### config.mk
export PLATFORM = sky130hd
export DESIGN_NAME = integer_to_text_formatter
export DESIGN_NICKNAME = d
export VERILOG_FILES = /design/src/sv/itf_pkg.sv /design/src/sv/itf_dpath.sv /design/src/sv/itf_ctrl.sv /design/src/sv/integer_to_text_formatter.sv
export VERILOG_INCLUDE_DIRS = /design/src /design/src/sv
export SDC_FILE = /design/constraint.sdc
export NUM_CORES = 1
export LEC_CHECK = 0
export ABC_AREA = 1
export BUFFER_PORTS_ARGS = -buffer_cell sky130_fd_sc_hd__buf_2
export CORE_ASPECT_RATIO = 1.25
export CORE_UTILIZATION = 42
export DETAILED_ROUTE_END_ITERATION = 12
export GPL_TIMING_DRIVEN = 0
export PLACE_DENSITY_LB_ADDON = 0.15
export SLEW_MARGIN = 20
export SYNTH_ARGS = -nofsm -noshare
export SYNTH_HDL_FRONTEND = slang
export SYNTH_SLANG_ARGS = --single-unit
### constraint.sdc
create_clock -name clk_i -period 7.3 [get_ports clk_i]
set_clock_uncertainty 0.2 [all_clocks]
set_input_delay 1.46 -clock clk_i [delete_from_list [all_inputs] [get_ports clk_i]]
set_output_delay 1.46 -clock clk_i [all_outputs]
set_load 0.02 [all_outputs]
### src/sv/assert_macros.svh
// Assertion macros shared by the formatter RTL.
// Depends on nothing; included by the modules that carry assertions.
`ifndef ASSERT_MACROS_SVH
`define ASSERT_MACROS_SVH

// Check that a property holds at every rising clock edge outside reset.
`define ASSERT_PROP(name, clk, rst_n, prop, msg) \
  name: assert property (@(posedge clk) disable iff (!rst_n) (prop)) \
    else $error(msg);

// Check that a condition never holds at a rising clock edge outside reset.
`define ASSERT_NEVER(name, clk, rst_n, cond, msg) \
  name: assert property (@(posedge clk) disable iff (!rst_n) !(cond)) \
    else $error(msg);

`endif

### src/sv/itf_pkg.sv
// Package for the integer-to-text formatter: item types, format codes,
// derived digit counts and the digit-to-ASCII function. No dependencies.
package itf_pkg;

  localparam int ValueWidth = 64;
  localparam int FieldWidth = 64;
  localparam int PadWidth   = ((ValueWidth + 3) / 4) * 4;
  localparam int ConvSteps  = PadWidth / 4;
  localparam int StepWidth  = $clog2(ConvSteps + 1);
  localparam int HexDigits  = PadWidth / 4;
  localparam int OctDigits  = (ValueWidth + 2) / 3;
  localparam int OctWidth   = OctDigits * 3;
  localparam int DecDigits  = (ValueWidth * 30103) / 100000 + 1;
  localparam int BcdWidth   = DecDigits * 4;
  localparam int MaxDigits  = (OctDigits > DecDigits) ? OctDigits : DecDigits;
  localparam int DigWidth   = MaxDigits * 4;
  localparam int CntWidth   = $clog2(MaxDigits + 1);

  localparam logic [6:0] CharZero  = 7'h30;
  localparam logic [6:0] CharMinus = 7'h2D;
  localparam logic [6:0] CharA     = 7'h61;

  typedef enum logic [1:0] {
    FmtUdec = 2'd0,
    FmtSdec = 2'd1,
    FmtHex  = 2'd2,
    FmtOct  = 2'd3
  } fmt_e;

  typedef struct packed {
    logic [1:0]            func;
    logic [FieldWidth-1:0] value;
  } in_item_t;

  typedef struct packed {
    logic [6:0] char_code;
    logic       last;
  } out_item_t;

  // Controller to datapath
  typedef struct packed {
    logic load_in;
    logic conv_step;
    logic load_dig;
    logic shift_dig;
    logic sel_sign;
  } itf_cmd_t;

  // Datapath to controller
  typedef struct packed {
    logic is_dec;
    logic is_neg;
    logic top_zero;
    logic cnt_one;
  } itf_status_t;

  function automatic logic [6:0] digit_char(input logic [3:0] d);
    logic [6:0] c;
    if (d < 4'd10) begin
      c = CharZero + 7'(d);
    end else begin
      c = CharA + 7'(d - 4'd10);
    end
    return c;
  endfunction

endpackage

### src/sv/itf_dpath.sv
// Formatter datapath: operand and magnitude registers, shift-add-3 BCD
// converter, left-aligned digit register and character output. Uses itf_pkg.
`include "assert_macros.svh"

module itf_dpath import itf_pkg::*; (
  input  logic        clk_i,
  input  logic        rst_ni,
  input  in_item_t    in_item_i,
  input  itf_cmd_t    cmd_i,
  output itf_status_t st_o,
  output out_item_t   out_item_o
);

  logic [1:0]            func_q, func_d;
  logic                  neg_q, neg_d;
  logic [PadWidth-1:0]   bin_q, bin_d;
  logic [BcdWidth-1:0]   bcd_q, bcd_d;
  logic [DigWidth-1:0]   dig_q, dig_d;
  logic [CntWidth-1:0]   cnt_q, cnt_d;

  logic [ValueWidth-1:0] in_val;
  logic                  in_neg;
  logic [ValueWidth-1:0] in_mag;
  logic [BcdWidth-1:0]   bcd_nx;
  logic [PadWidth-1:0]   bin_nx;
  logic [OctWidth-1:0]   oct_bits;
  logic [DigWidth-1:0]   oct_dig;
  logic [3:0]            top_dig;

  // Drop bits above the value width; take the magnitude for signed input.
  assign in_val = in_item_i.value[ValueWidth-1:0];
  assign in_neg = (in_item_i.func == FmtSdec) && in_val[ValueWidth-1];
  assign in_mag = in_neg ? (~in_val + ValueWidth'(1)) : in_val;

  // Four shift-add-3 steps per cycle.
  always_comb begin
    bcd_nx = bcd_q;
    bin_nx = bin_q;
    for (int k = 0; k < 4; k++) begin
      for (int j = 0; j < DecDigits; j++) begin
        if (bcd_nx[4*j +: 4] >= 4'd5) begin
          bcd_nx[4*j +: 4] = bcd_nx[4*j +: 4] + 4'd3;
        end
      end
      {bcd_nx, bin_nx} = {bcd_nx[BcdWidth-2:0], bin_nx, 1'b0};
    end
  end

  // Spread octal digits into four-bit slots.
  always_comb begin
    oct_bits = OctWidth'(bin_q);
    oct_dig  = '0;
    for (int i = 0; i < OctDigits; i++) begin
      oct_dig[4*i +: 4] = {1'b0, oct_bits[3*i +: 3]};
    end
  end

  always_comb begin
    func_d = func_q;
    neg_d  = neg_q;
    bin_d  = bin_q;
    bcd_d  = bcd_q;
    dig_d  = dig_q;
    cnt_d  = cnt_q;
    if (cmd_i.load_in) begin
      func_d = in_item_i.func;
      neg_d  = in_neg;
      bin_d  = PadWidth'(in_mag);
      bcd_d  = '0;
    end
    if (cmd_i.conv_step) begin
      bin_d = bin_nx;
      bcd_d = bcd_nx;
    end
    if (cmd_i.load_dig) begin
      case (func_q)
        FmtHex: begin
          dig_d = DigWidth'(bin_q) << (4 * (MaxDigits - HexDigits));
          cnt_d = CntWidth'(HexDigits);
        end
        FmtOct: begin
          dig_d = oct_dig << (4 * (MaxDigits - OctDigits));
          cnt_d = CntWidth'(OctDigits);
        end
        default: begin
          dig_d = DigWidth'(bcd_q) << (4 * (MaxDigits - DecDigits));
          cnt_d = CntWidth'(DecDigits);
        end
      endcase
    end
    if (cmd_i.shift_dig) begin
      dig_d = dig_q << 4;
      cnt_d = cnt_q - CntWidth'(1);
    end
  end

  always_ff @(posedge clk_i) begin
    func_q <= func_d;
    neg_q  <= neg_d;
    bin_q  <= bin_d;
    bcd_q  <= bcd_d;
    dig_q  <= dig_d;
    cnt_q  <= cnt_d;
  end

  assign top_dig = dig_q[DigWidth-1 -: 4];

  assign st_o.is_dec   = (func_q == FmtUdec) || (func_q == FmtSdec);
  assign st_o.is_neg   = neg_q;
  assign st_o.top_zero = (top_dig == 4'd0);
  assign st_o.cnt_one  = (cnt_q == CntWidth'(1));

  assign out_item_o.char_code = cmd_i.sel_sign ? CharMinus : digit_char(top_dig);
  assign out_item_o.last      = st_o.cnt_one && !cmd_i.sel_sign;

  `ASSERT_PROP(a_shift_keeps_digit, clk_i, rst_ni,
    cmd_i.shift_dig |-> (cnt_q > CntWidth'(1)), "digit shift would drop the final digit")

endmodule

### src/sv/itf_ctrl.sv
// Formatter controller: one-hot state machine and conversion step counter.
// Drives datapath commands and both handshakes. Uses itf_pkg.
`include "assert_macros.svh"

module itf_ctrl import itf_pkg::*; (
  input  logic        clk_i,
  input  logic        rst_ni,
  input  logic        in_valid_i,
  output logic        in_ready_o,
  output logic        out_valid_o,
  input  logic        out_ready_i,
  input  itf_status_t st_i,
  output itf_cmd_t    cmd_o
);

  typedef enum logic [5:0] {
    StIdle = 6'b000001,
    StConv = 6'b000010,
    StLoad = 6'b000100,
    StSkip = 6'b001000,
    StSign = 6'b010000,
    StEmit = 6'b100000
  } state_e;

  state_e               state_q, state_d;
  logic [StepWidth-1:0] step_q, step_d;

  always_comb begin
    state_d     = state_q;
    step_d      = step_q;
    cmd_o       = '0;
    in_ready_o  = 1'b0;
    out_valid_o = 1'b0;
    case (state_q)
      StIdle: begin
        in_ready_o    = 1'b1;
        cmd_o.load_in = in_valid_i;
        if (in_valid_i) begin
          step_d  = StepWidth'(ConvSteps);
          state_d = StConv;
        end
      end
      StConv: begin
        cmd_o.conv_step = st_i.is_dec;
        step_d          = step_q - StepWidth'(1);
        if (!st_i.is_dec || (step_q == StepWidth'(1))) begin
          state_d = StLoad;
        end
      end
      StLoad: begin
        cmd_o.load_dig = 1'b1;
        state_d        = StSkip;
      end
      StSkip: begin
        // Drop leading zero digits, but keep at least one.
        if (st_i.top_zero && !st_i.cnt_one) begin
          cmd_o.shift_dig = 1'b1;
        end else if (st_i.is_neg) begin
          state_d = StSign;
        end else begin
          state_d = StEmit;
        end
      end
      StSign: begin
        out_valid_o    = 1'b1;
        cmd_o.sel_sign = 1'b1;
        if (out_ready_i) begin
          state_d = StEmit;
        end
      end
      StEmit: begin
        out_valid_o = 1'b1;
        if (out_ready_i) begin
          if (st_i.cnt_one) begin
            state_d = StIdle;
          end else begin
            cmd_o.shift_dig = 1'b1;
          end
        end
      end
      default: begin
        state_d = StIdle;
      end
    endcase
  end

  always_ff @(posedge clk_i or negedge rst_ni) begin
    if (!rst_ni) begin
      state_q <= StIdle;
      step_q  <= '0;
    end else begin
      state_q <= state_d;
      step_q  <= step_d;
    end
  end

  `ASSERT_NEVER(a_ready_while_emitting, clk_i, rst_ni, in_ready_o && out_valid_o,
    "input taken while characters are still being emitted")
  `ASSERT_PROP(a_conv_bounded, clk_i, rst_ni,
    (state_q == StConv) |-> (step_q != StepWidth'(0)), "conversion ran past its step count")

endmodule

### src/sv/integer_to_text_formatter.sv
// Integer-to-text formatter top level: joins controller and datapath.
// Depends on itf_pkg, itf_ctrl, itf_dpath and assert_macros.svh.
//
// Usage: present a value and a format code on the input channel
// (in_valid_i / in_ready_o / in_item_i). Formats: unsigned decimal, signed
// decimal, lowercase hex, octal. The text leaves on the output channel
// (out_valid_o / out_ready_i / out_item_o), one ASCII character per item,
// most significant first, with last set on the final character. No leading
// zeros are sent; zero gives "0"; a negative signed value gets a leading '-'.
//
// Timing: one value is worked on at a time; in_ready_o is high only while
// idle. After the accepting edge, decimal runs the shift-add-3 conversion
// loop (four bits per cycle); hex and octal skip the conversion steps.
// Then the digit register is loaded and the leading zero digits are dropped,
// keeping at least one. Characters then leave one per cycle while the
// receiver is ready.
// Reset returns the controller to idle; no partial text survives it.
// When the receiver stalls, the current character and last flag hold.
`include "assert_macros.svh"

module integer_to_text_formatter import itf_pkg::*; (
  input  logic      clk_i,
  input  logic      rst_ni,
  input  logic      in_valid_i,
  output logic      in_ready_o,
  input  in_item_t  in_item_i,
  output logic      out_valid_o,
  input  logic      out_ready_i,
  output out_item_t out_item_o
);

  itf_cmd_t    cmd;
  itf_status_t st;

  // Sequence the work: accept, convert, align, emit.
  itf_ctrl u_ctrl (
    .clk_i       (clk_i),
    .rst_ni      (rst_ni),
    .in_valid_i  (in_valid_i),
    .in_ready_o  (in_ready_o),
    .out_valid_o (out_valid_o),
    .out_ready_i (out_ready_i),
    .st_i        (st),
    .cmd_o       (cmd)
  );

  // Hold the operand, build the digits and form each character.
  itf_dpath u_dpath (
    .clk_i      (clk_i),
    .rst_ni     (rst_ni),
    .in_item_i  (in_item_i),
    .cmd_i      (cmd),
    .st_o       (st),
    .out_item_o (out_item_o)
  );

  `ASSERT_PROP(a_no_same_cycle_output, clk_i, rst_ni,
    (in_valid_i && in_ready_o) |=> !out_valid_o, "character shown right after accept")
  `ASSERT_PROP(a_idle_after_last, clk_i, rst_ni,
    (out_valid_o && out_ready_i && out_item_o.last) |=> in_ready_o,
    "block not idle after the final character")

endmodule
## Yosys cells after proc, flatten, opt, wreduce, memory -nomap -nowiden

Index checks and enable logic that the tools add are counted.

- Flip-flop bits (word level): 251
- Output and inout bits: 10
- Logic and storage cells: 325
- Input port bits: 70

- Reduce and logical (&&, ||, !) cells: 16
- Add/sub/neg operators: 86
- Equality and inequality tests: 18
- Magnitude comparators: 81
- Bitwise gates (word level): 1
- Muxes and demuxes: 113

Operators by type and width:

| cell | count |
|---|---|
| greater-or-equal comparator 4 x 3 -> 1 bit (second input constant) | 80 |
| adder 4 x 2 -> 4 bit (second input constant) | 76 |
| two-way mux 4 bit | 76 |
| two-way mux 64 bit | 3 |
| two-way mux 88 bit | 2 |
| case mux 88 bit (2 select lines) | 1 |
| two-way mux 80 bit | 2 |
| adder 64 x 1 -> 64 bit (second input constant) | 1 |
| NOT 64 bit | 1 |
| two-way mux 6 bit | 7 |
| case mux 6 bit (6 select lines) | 1 |
| two-way mux 5 bit | 3 |
| two-way mux 7 bit | 2 |
| adder 3 x 2 -> 3 bit (second input constant) | 4 |
| two-way mux 3 bit | 4 |
| equality test 5 x 1 -> 1 bit (second input constant) | 2 |
| case mux 5 bit (2 select lines) | 1 |
| subtractor 5 x 1 -> 5 bit (second input constant) | 2 |
| two-way mux 1 bit | 9 |
| inequality test 2 bit (second input constant) | 4 |
| adder 6 x 4 -> 7 bit (first input constant) | 1 |
| adder 7 bit (first input constant) | 1 |
| equality test 6 x 1 -> 1 bit (second input constant) | 1 |
| equality test 6 x 2 -> 1 bit (second input constant) | 1 |
| other kinds (20) | 30 |

## Depth between registers and ports, before layout

Gate-level depths: netlist (run 1).

- Word-level depth: 9
- Mapped depth: 29
- Depth with buffers taken out: 29

## By module

A second synthesis (run 1) with hierarchy kept.

- Cell total of the unflattened synthesis: 2,880
- Area, all modules: 21,008.9 um^2

Modules (own cells, without submodules):

| module | cells an instance | seq. area each (um^2) | times used | area an instance (um^2) |
|---|---|---|---|---|
| itf_dpath | 2,779 | 7,076.8 | 1 | 20,254.4 |
| itf_ctrl | 101 | 276.5 | 1 | 754.5 |

## Worst setup path after synthesis (run 1)

No wires, ideal clock.

- Kind: flip-flop to flip-flop
- Start: register u_ctrl.state_q[0]
- End: register u_dpath.bcd_q[0] (enable)
- Data required time: 6,593 ps
- Clock period less this slack: 5,643 ps
- Data arrival time: 4,936 ps
- Path slack: 1,657 ps
- Buffers on the path: 1
- Library setup time: 507 ps
- Cell stages (with the launch flop): 6
- Cell sequence: dfstp_2 -> inv_1 -> nor4_1 -> nand2_1 -> clkbuf_1 -> nand2_1

- Longest elaborated chain between the ends: 3
- Elaborated cells on any way between the ends: 5
- Those cells by class: eq/ne (2); mux (2); reduce/logical (1)

RTL lines:

| what | RTL line | RTL |
|---|---|---|
| from (decl) | itf_ctrl.sv:25 | `state_e state_q, state_d;` |
| from (signal assigned) | itf_ctrl.sv:89 | `state_q <= StIdle;` |
| from (signal assigned) | itf_ctrl.sv:92 | `state_q <= state_d;` |
| equality test 6 x 2 -> 1 bit or equality test 6 x 1 -> 1 bit (tied branches) | itf_ctrl.sv:34 | `case (state_q)` |
| two-way mux 1 bit | itf_ctrl.sv:34 |  |
| nonzero test 2 bit (no source line) * | - |  |
| to (signal assigned) | itf_dpath.sv:101 | `bcd_q <= bcd_d;` |
| to (decl) | itf_dpath.sv:17 | `logic [BcdWidth-1:0] bcd_q, bcd_d;` |

Mark *: on every way between the ends. The rest lies on a longest branch, timed or not.
A chain may end at the register's enable or synchronous reset.

==> results of run 1 <==
-- routing by layer --
| metal | routed length, um | vias to the layer above |
|---|---|---|
| met5 | 0 | - |
| met4 | 2980 | 0 |
| met3 | 3790 | 154 |
| met2 | 32400 | 605 |
| met1 | 26200 | 9419 |
| li1 | - | 9773 |
-- through the flow --
stage / instances / util [%] / TNS, ns / setup slack [ns]
2_1_floorplan: 2807 / - / 0 / 1.66
3_3_place_gp: 3523 / 45.2 / -94.76 / -0.682
3_5_place_dp: 3528 / 45.5 / 0 / 2.69
4_1_cts: 3580 / 47.5 / 0 / 3.20
5_1_grt: 3580 / 47.5 / 0 / 2.98
6_report: 3580 / 47.5 / 0 / 3.21
-- cells by family after synthesis --
logic type	share of synthesized area, %
adder cells (fa/ha/maj)	5.56
AO/OA/AOI/OAI	15.9
buffers and inverters	9.86
flip-flops	36.3
XOR/XNOR	1.17
AND/OR/NAND/NOR	31.2
-- synth_stat cells, drive strengths merged, types with 30 or more instances --
library cell	number
nand4	62
nand2	911
o21ai	163
a32o	31
nor2	104
ha	90
a21oi	108
nor3	30
o221ai	31
o22ai	48
clkbuf	64
edfxtp	231
nand3	251
inv	460
-- registers in the layout, indices dropped and copies added, names as in the netlist --
register and flops:
u_dpath.func_q 2, u_dpath.neg_q 1, u_ctrl.step_q 5, u_dpath.bcd_q 80, u_dpath.dig_q 86, u_dpath.bin_q 64, u_ctrl.state_q 6, u_dpath.cnt_q 5
-- cell type report --
class / count / area (um^2)
plain buffers: 72 / 273
fillers: 4777 / 24900
clock buffers: 35 / 788
well taps: 637 / 797
multi-input cells: 2026 / 10900
inverters: 460 / 1730
clock inverters: 17 / 160
repair buffers: 84 / 498
flip-flops and latches: 249 / 7350
-- worst max-delay path by stage --
stage | endpoint | slack (ns) | cells after the start
after floorplan | u_dpath.bcd_q[0] | 1.66 | 5
final | out_item_o[4] | 3.21 | 8
after CTS | out_item_o[4] | 3.20 | 8
after global placement | u_dpath.bcd_q[35] | -0.68 | 6
after detailed placement | u_dpath.bin_q[60] | 2.69 | 18
after global routing | u_dpath.bcd_q[78] | 2.98 | 28
-- layout by cell type (no fill, tap or decap), drive strengths merged, types with 15 or more instances in the layout --
cell type  instances
nand2            911
inv              460
nand3            251
edfxtp           231
o21ai            163
a21oi            108
nor2             104
clkbuf            99
buf               92
ha                90
nand4             62
o22ai             48
o221ai            31
a32o              31
nor3              30
nor4              18
a22o              16
a21o              16
xor2              15
a32oi             15
nand3b            15
-- worst max-delay path, stage by stage (launching register included) --
cell and delay [ns]:
dfrtp_1 0.41, nor2_1 0.15, inv_1 0.07, nor2_1 0.10, inv_1 0.06, nor3_1 0.42
inv_1 0.27, o211ai_1 0.18, buf_2 0.21
==> flow_metrics.py, run 1 <==
metrics = {
    "run_status": {
        "outcome": "complete, no violations",
    },
    "floorplan": {
        "initial_utilization_pct": 42.7,
        "io_pins": 80,
        "dieArea_um2": 49100,
        "core_area_um2": 47400,
        "rows": 89,
        "die_h_um": 248,
        "die_x_um": 198,
    },
    "synth": {
        "netlist_area_um2": 20300,
        "synth_area_leader_cell": "edfxtp_1",
        "ys_ff_latch": 249,
        "async_reset_ff_share_pct": 4.42,
        "synth_area_leaders": "edfxtp_1 34%, nand2_1 16%, inv_1 8.5%",
        "yosys_warnings": 0,
        "synth_nets": 2967,
        "synthCells": 2807,
        "synth-main-ff-cell": "edfxtp_1",
        "syn_avg_cell_area_um2": 7.22,
        "synth.top_cell.area_share_pct": 34.2,
        "synth_edf_count": 231,
        "ys_seq_area_share_pct": 36.3,
        "synth_cell_types": 54,
    },
    "clock_network": {
        "post_cts_buffers": 0,
        "path_clk_slew_ns": 0.07,
        "htree_levels": 1,
        "cts_resized": 0,
        "root_buffer": "clkbuf_16",
        "clk_latency_ns": 0.56,
        "hold_buffers": 0,
        "cts_tree": "done",
        "cts_buffer_depth": 3,
        "cts.sinks": 249,
        "cts_buffers": 28,
    },
    "grt": {
        "first_global_vias": 18900,
        "grtUsageMet1_pct": 30.6,
        "grt_pass1_wl_um": 101000,
        "grtUsageTotal_pct": 26.4,
        "grt_max_degree": 57,
        "use_met3_pct": 3.27,
        "grt_use_met2_pct": 48.5,
        "grt-ovfl-total": 0,
        "grt-busiest-layer": "met2",
        "antenna_found_initial": 0,
    },
    "timing": {
        "maxSlewViolCount": 0,
        "min_period_over_period_pct": 56.0,
        "worst_pin_slew_ns": 1.15,
        "timing.hold.ws_ns": 0.282,
        "relSlewSlack_pct": 23.6,
        "setup_viol": 0,
        "fin_crit_ns": 4.09,
        "fmax_mhz": 244,
        "rsz0062_at_grt": "false",
        "hold_violations": 0,
    },
    "critical_path": {
        "critPathArrivalTime_ns": 2.43,
        "rr_worst_depth": 8,
        "timing.rr.end": "u_dpath.bcd_q[4]",
        "cp-start-kind": "register",
        "end_kind": "output pin",
        "rrSetupSlack_ns": 3.30,
        "cp_max_fo": 8,
        "crit_type": "reg -> out",
        "cp.required_ns": 5.64,
        "crit_start": "u_ctrl.state_q[3]",
        "r2r_start": "u_ctrl.state_q[5]",
    },
    "place": {
        "gp_congestion": 0.979,
        "place_hpwl_um": 51700,
        "port_buffers": 79,
        "post_dp_cell_area_um2": 21600,
    },
    "final_layout": {
        "finalInstanceArea_um2": 22500,
        "diodes": 0,
        "syn_to_final_growth_pct": 11.2,
        "nets": 3081,
        "drive_gt1_share_pct": 9.00,
    },
    "min_path": {
        "whs_path_depth": 2,
        "hold_class": "reg -> reg",
        "hold_start": "u_dpath.dig_q[0]",
        "worstHoldEndpoint": "u_dpath.dig_q[0]",
    },
    "routing": {
        "drt-initial-drc-count": 1464,
        "wl_per_cell_um": 18.3,
        "drtAntennaViolNets": 0,
        "drc": 0,
        "vias": 20000,
        "drt_wl_total_um": 65400,
        "first_pass_iters": 6,
        "vias_per_cell": 5.57,
    },
    "run": {
        "cap_violations": 0,
    },
}
Power of run 1 is not shown: default switching activity piles up to over one toggle a cycle in this logic, so the estimate is an artifact.
==> inputs of run 2 (changes only) <==
- clock period: 7.3 -> 3.6 ns (I/O delays scaled with it)
==> flow_metrics.py, run 2 (synthesis gave the netlist of run 1 again) <==
metrics = {
    "run_status": {
        "outcome": "complete, no violations",
    },
    "floorplan": {
        "die_h_um": 248,
        "rows": 89,
        "io_pins": 80,
        "die_x_um": 198,
        "core_area_um2": 47400,
        "dieArea_um2": 49100,
        "initial_utilization_pct": 42.7,
    },
    "critical_path": {
        "rr_worst_depth": 24,
        "rrSetupSlack_ns": 0.19,
        "cp_max_fo": 10,
        "end_kind": "register",
        "crit_type": "in -> reg",
        "critPathArrivalTime_ns": 3.62,
        "cp-start-kind": "input port",
        "cp.required_ns": 3.69,
    },
    "routing": {
        "vias_per_cell": 5.53,
        "first_pass_iters": 7,
        "met2_length_um": 33200,
        "drt-initial-drc-count": 1608,
        "wl_met1_um": 26900,
        "vias": 20000,
        "wl_per_cell_um": 18.5,
        "drt_wl_total_um": 66800,
        "wl_met3_um": 4160,
        "drtAntennaViolNets": 0,
        "drc": 0,
        "top_layer_used": "met4",
    },
    "min_path": {
        "hold_class": "in -> reg",
        "whs_path_depth": 1,
    },
    "clock_network": {
        "path_clk_slew_ns": 0.06,
        "root_buffer": "clkbuf_16",
        "clk_latency_ns": 0.58,
        "cts_buffer_depth": 3,
        "cts.sinks": 249,
        "htree_levels": 1,
        "cts_tree": "done",
        "cts_buffers": 29,
    },
    "timing": {
        "fmax_mhz": 284,
        "worst_pin_slew_ns": 1.12,
        "rsz0062_at_grt": "true",
        "hold_violations": 0,
        "timing.final.ws_setup_ns": 0.0745,
        "tns_ns": 0,
        "fin_crit_ns": 3.53,
        "min_period_over_period_pct": 97.9,
        "relSlewSlack_pct": 25.2,
        "maxSlewViolCount": 0,
        "setup_viol": 0,
    },
    "grt": {
        "grt_max_degree": 89,
        "grtUsageTotal_pct": 26.6,
        "grt_pass1_wl_um": 101000,
        "first_global_vias": 18900,
        "antenna_found_initial": 1,
        "grt-ovfl-total": 0,
    },
    "place": {
        "port_buffers": 79,
        "gp_congestion": 0.962,
        "place_ws_ns": -0.307,
        "place_hpwl_um": 51300,
        "place_inst": 3525,
    },
    "final_layout": {
        "nFillCells": 4706,
        "multi_input_area_um2": 11300,
        "final_common_cell": "nand2_1",
        "largest_reg_flops": 86,
        "most-common-layout-cells": "840 x nand2_1, 421 x inv_1, 231 x edfxtp_1",
        "drive_gt1_share_pct": 13.3,
        "largest_register": "u_dpath.dig_q",
        "seqCellArea_um2": 7350,
        "nets": 3117,
        "reg_top3": "u_dpath.dig_q (86), u_dpath.bcd_q (80), u_dpath.bin_q (64)",
        "final_cells": 3618,
        "syn_to_final_growth_pct": 13.9,
    },
    "run": {
        "cap_violations": 0,
    },
}
[run 2: final cells by class]
| class | instances | share of cell area, % |
|---|---|---|
| Buffer | 71 | 1.17 |
| Clock inverter | 20 | 0.765 |
| Inverter | 460 | 7.48 |
| Timing Repair Buffer | 119 | 3.13 |
| Sequential cell | 249 | 31.9 |
| Clock buffer | 34 | 3.23 |
| Multi-Input combinational cell | 2027 | 48.9 |
| Tap cell | 637 | 3.45 |
| Antenna cell | 1 | 0.0108 |
[run 2: timing repair]
| action | 4_1_cts | 5_1_grt |
|---|---|---|
| endpoints found under the hold margin | 10 | 0 |
| gates resized for setup | 11 | 103 |
| setup endpoints to repair | 92 | 153 |
| buffers inserted | 7 | 30 |
| pin swaps | 3 | 19 |
| gates cloned | 0 | 1 |
| hold buffers | 1 | 0 |
[run 2: worst paths after layout]
path / start / end
min reg2reg: u_dpath.dig_q[2] / u_dpath.dig_q[2]
max: in_item_i[64] / u_dpath.bin_q[6]
min: in_item_i[65] / u_dpath.func_q[1]
max in group asynchronous: rst_ni / u_ctrl.state_q[0]
max reg2reg: u_dpath.bcd_q[72] / u_dpath.bcd_q[78]
min in group asynchronous: rst_ni / u_ctrl.state_q[2]
[run 2: metal layers]
metal	up-vias	global-route usage [%]
li1	9849	-
met5	-	0
met4	0	10.3
met2	656	48.6
met1	9366	31.8
met3	153	2.83
[run 2: stage by stage]
stage | instance area (um^2) | utilization (%) | hold slack, ns
2_1_floorplan | 20300 | - | 0.224
3_3_place_gp | 21500 | 45.2 | 0.252
3_5_place_dp | 21500 | 45.4 | 0.257
4_1_cts | 22500 | 47.5 | 0.123
5_1_grt | 23100 | 48.6 | 0.130
6_report | 23100 | 48.6 | 0.140
[run 2: critical path, cell delays in order]
cell and delay (ns):
buf_2 0.13, inv_1 0.06, nor3_1 0.61, clkbuf_1 0.54, clkbuf_1 0.54, clkbuf_1 0.64
nand3_1 0.16, nand2_1 0.11, o22ai_1 0.11
Power of run 2 is left out for the same reason.
==> inputs of run 3 (changes only) <==
==> constraint.sdc (replaced) <==
create_clock -name clk_i -period 3.6 [get_ports clk_i]
set_clock_uncertainty 0.2 [all_clocks]
set_input_delay 0.54 -clock clk_i [delete_from_list [all_inputs] [get_ports clk_i]]
set_output_delay 0.54 -clock clk_i [all_outputs]
set_load 0.02 [all_outputs]
==> flow_metrics.py, run 3 (synthesis gave the netlist of run 1 again) <==
metrics = {
    "run_status": {
        "outcome": "complete, no violations",
    },
    "floorplan": {
        "rows": 89,
        "core_area_um2": 47400,
        "die_h_um": 248,
        "dieArea_um2": 49100,
        "die_x_um": 198,
        "initial_utilization_pct": 42.7,
        "io_pins": 80,
    },
    "timing": {
        "timing.hold.ws_ns": 0.0138,
        "fmax_mhz": 293,
        "timing.final.ws_setup_ns": 0.187,
        "hold_violations": 0,
        "setup_viol": 0,
        "worst_pin_slew_ns": 1.10,
        "maxSlewViolCount": 0,
        "fin_crit_ns": 3.41,
        "min_period_over_period_pct": 94.8,
        "relSlewSlack_pct": 26.7,
    },
    "routing": {
        "drtAntennaViolNets": 0,
        "vias": 20200,
        "drt-initial-drc-count": 1692,
        "first_pass_iters": 6,
        "drc": 0,
        "wl_per_cell_um": 18.4,
        "vias_per_cell": 5.57,
        "drt_wl_total_um": 66800,
    },
    "grt": {
        "first_global_vias": 18900,
        "grt_pass1_wl_um": 101000,
        "grt-ovfl-total": 0,
        "antenna_found_initial": 1,
        "grtUsageTotal_pct": 26.6,
        "grt_max_degree": 89,
    },
    "final_layout": {
        "drive_gt1_share_pct": 13.3,
        "reg_top3": "u_dpath.dig_q (86), u_dpath.bcd_q (80), u_dpath.bin_q (64)",
        "final_common_cell": "nand2_1",
        "largest_reg_flops": 86,
        "largest_register": "u_dpath.dig_q",
        "syn_to_final_growth_pct": 14.2,
        "most-common-layout-cells": "839 x nand2_1, 421 x inv_1, 231 x edfxtp_1",
        "nets": 3121,
    },
    "place": {
        "place_hpwl_um": 51300,
        "port_buffers": 79,
        "place_ws_ns": -0.208,
        "gp_congestion": 0.962,
    },
    "critical_path": {
        "rr_worst_depth": 25,
        "worst_path_max_delay_cell": "edfxtp_1",
        "crit_type": "reg -> reg",
        "critPathArrivalTime_ns": 3.53,
        "timing.rr.end": "u_dpath.bcd_q[78]",
        "cpMostUsedCell": "nand2_1",
        "worst-path-buf-inv": 5,
        "cp-start-kind": "register",
        "crit_start": "u_dpath.bcd_q[72]",
        "worst_path_largest_cell_delay_ns": 0.41,
        "cp_max_fo": 4,
        "cp_num_cells": 25,
        "cp.required_ns": 3.71,
        "critPathTopFamily": "simple AND/OR/NAND/NOR gates",
        "cp-endpoint": "u_dpath.bcd_q[78]",
        "r2r_start": "u_dpath.bcd_q[72]",
        "rrSetupSlack_ns": 0.19,
        "end_kind": "register",
    },
    "run": {
        "cap_violations": 0,
    },
    "clock_network": {
        "path_clk_slew_ns": 0.06,
        "htree_levels": 1,
        "clk_latency_ns": 0.58,
        "cts_buffers": 29,
        "cts_tree": "done",
        "cts.sinks": 249,
        "cts_buffer_depth": 3,
        "root_buffer": "clkbuf_16",
    },
    "min_path": {
        "whs_path_depth": 4,
        "hold_start": "in_valid_i",
        "hold_class": "in -> reg",
    },
}
==> run 3: cell count changes in the layout (fill, tap and decap cells not counted) <==
cell and change:
nor3_1 +1, a21oi_1 +1, ha_4 +1, nand2_1 -1, nand3_1 -1, nand3_2 +1
ha_2 -1, buf_4 +1, a21oi_2 -1, nor3_2 -1, nand2_4 +1, dlygate4sd3_1 +3
==> run 3: worst min path at each step <==
stage                             end  slack, ns
floorplan           u_ctrl.state_q[1]       0.04
global placement    u_ctrl.state_q[2]       0.22
detailed placement  u_ctrl.state_q[2]       0.23
CTS                 u_ctrl.state_q[0]      0.002
global route        u_ctrl.state_q[0]       0.05
finish              u_ctrl.state_q[0]       0.01
==> run 3: through the flow <==
stage,util [%],instance area (um^2),setup TNS [ns],cells
2_1_floorplan,-,20300,0,2807
3_3_place_gp,45.2,21500,-317.51,3523
3_5_place_dp,45.4,21500,-18.24,3525
4_1_cts,47.6,22600,0,3590
5_1_grt,48.7,23100,-0.231,3621
6_report,48.7,23100,0,3622
==> run 3: tightest hold or removal path, delay by kind of cell <==
family / cells / cell delay (ns)
buffers and inverters: 2 / 0.13
AO/OA/AOI/OAI: 1 / 0.06
AND/OR/NAND/NOR: 1 / 0.06
==> run 3: cell type report <==
| cell class | instances | area [um^2] |
|---|---|---|
| sequential | 249 | 7350 |
| tap | 637 | 797 |
| fill | 4704 | 24300 |
| inverter | 460 | 1730 |
| timing repair buffer | 123 | 759 |
| clock buffer | 34 | 744 |
| antenna | 1 | 2.50 |
| clock inverter | 20 | 176 |
| multi-input combinational | 2027 | 11300 |
| buffer | 71 | 270 |
==> run 3: metal layers <==
| layer | GRT usage, % | vias up | part of all wire [%] | routed length (um) |
|---|---|---|---|---|
| li1 | - | 9851 | - | - |
| met1 | 31.8 | 9500 | 40 | 26900 |
| met2 | 48.7 | 688 | 50 | 33200 |
| met3 | 2.80 | 152 | 6.2 | 4130 |
| met4 | 10.2 | 0 | 3.8 | 2510 |
| met5 | 0 | - | 0 | 0 |
==> run 3: timing repair <==
action / 4_1_cts / 5_1_grt
setup endpoints to repair: 92 / 149
cloned: 0 / 1
buffers inserted: 7 / 31
gates resized for setup: 11 / 105
endpoints found under the hold margin: 14 / 0
hold buffers: 4 / 0
pin swaps: 3 / 18
Power of run 3 is left out for the same reason.
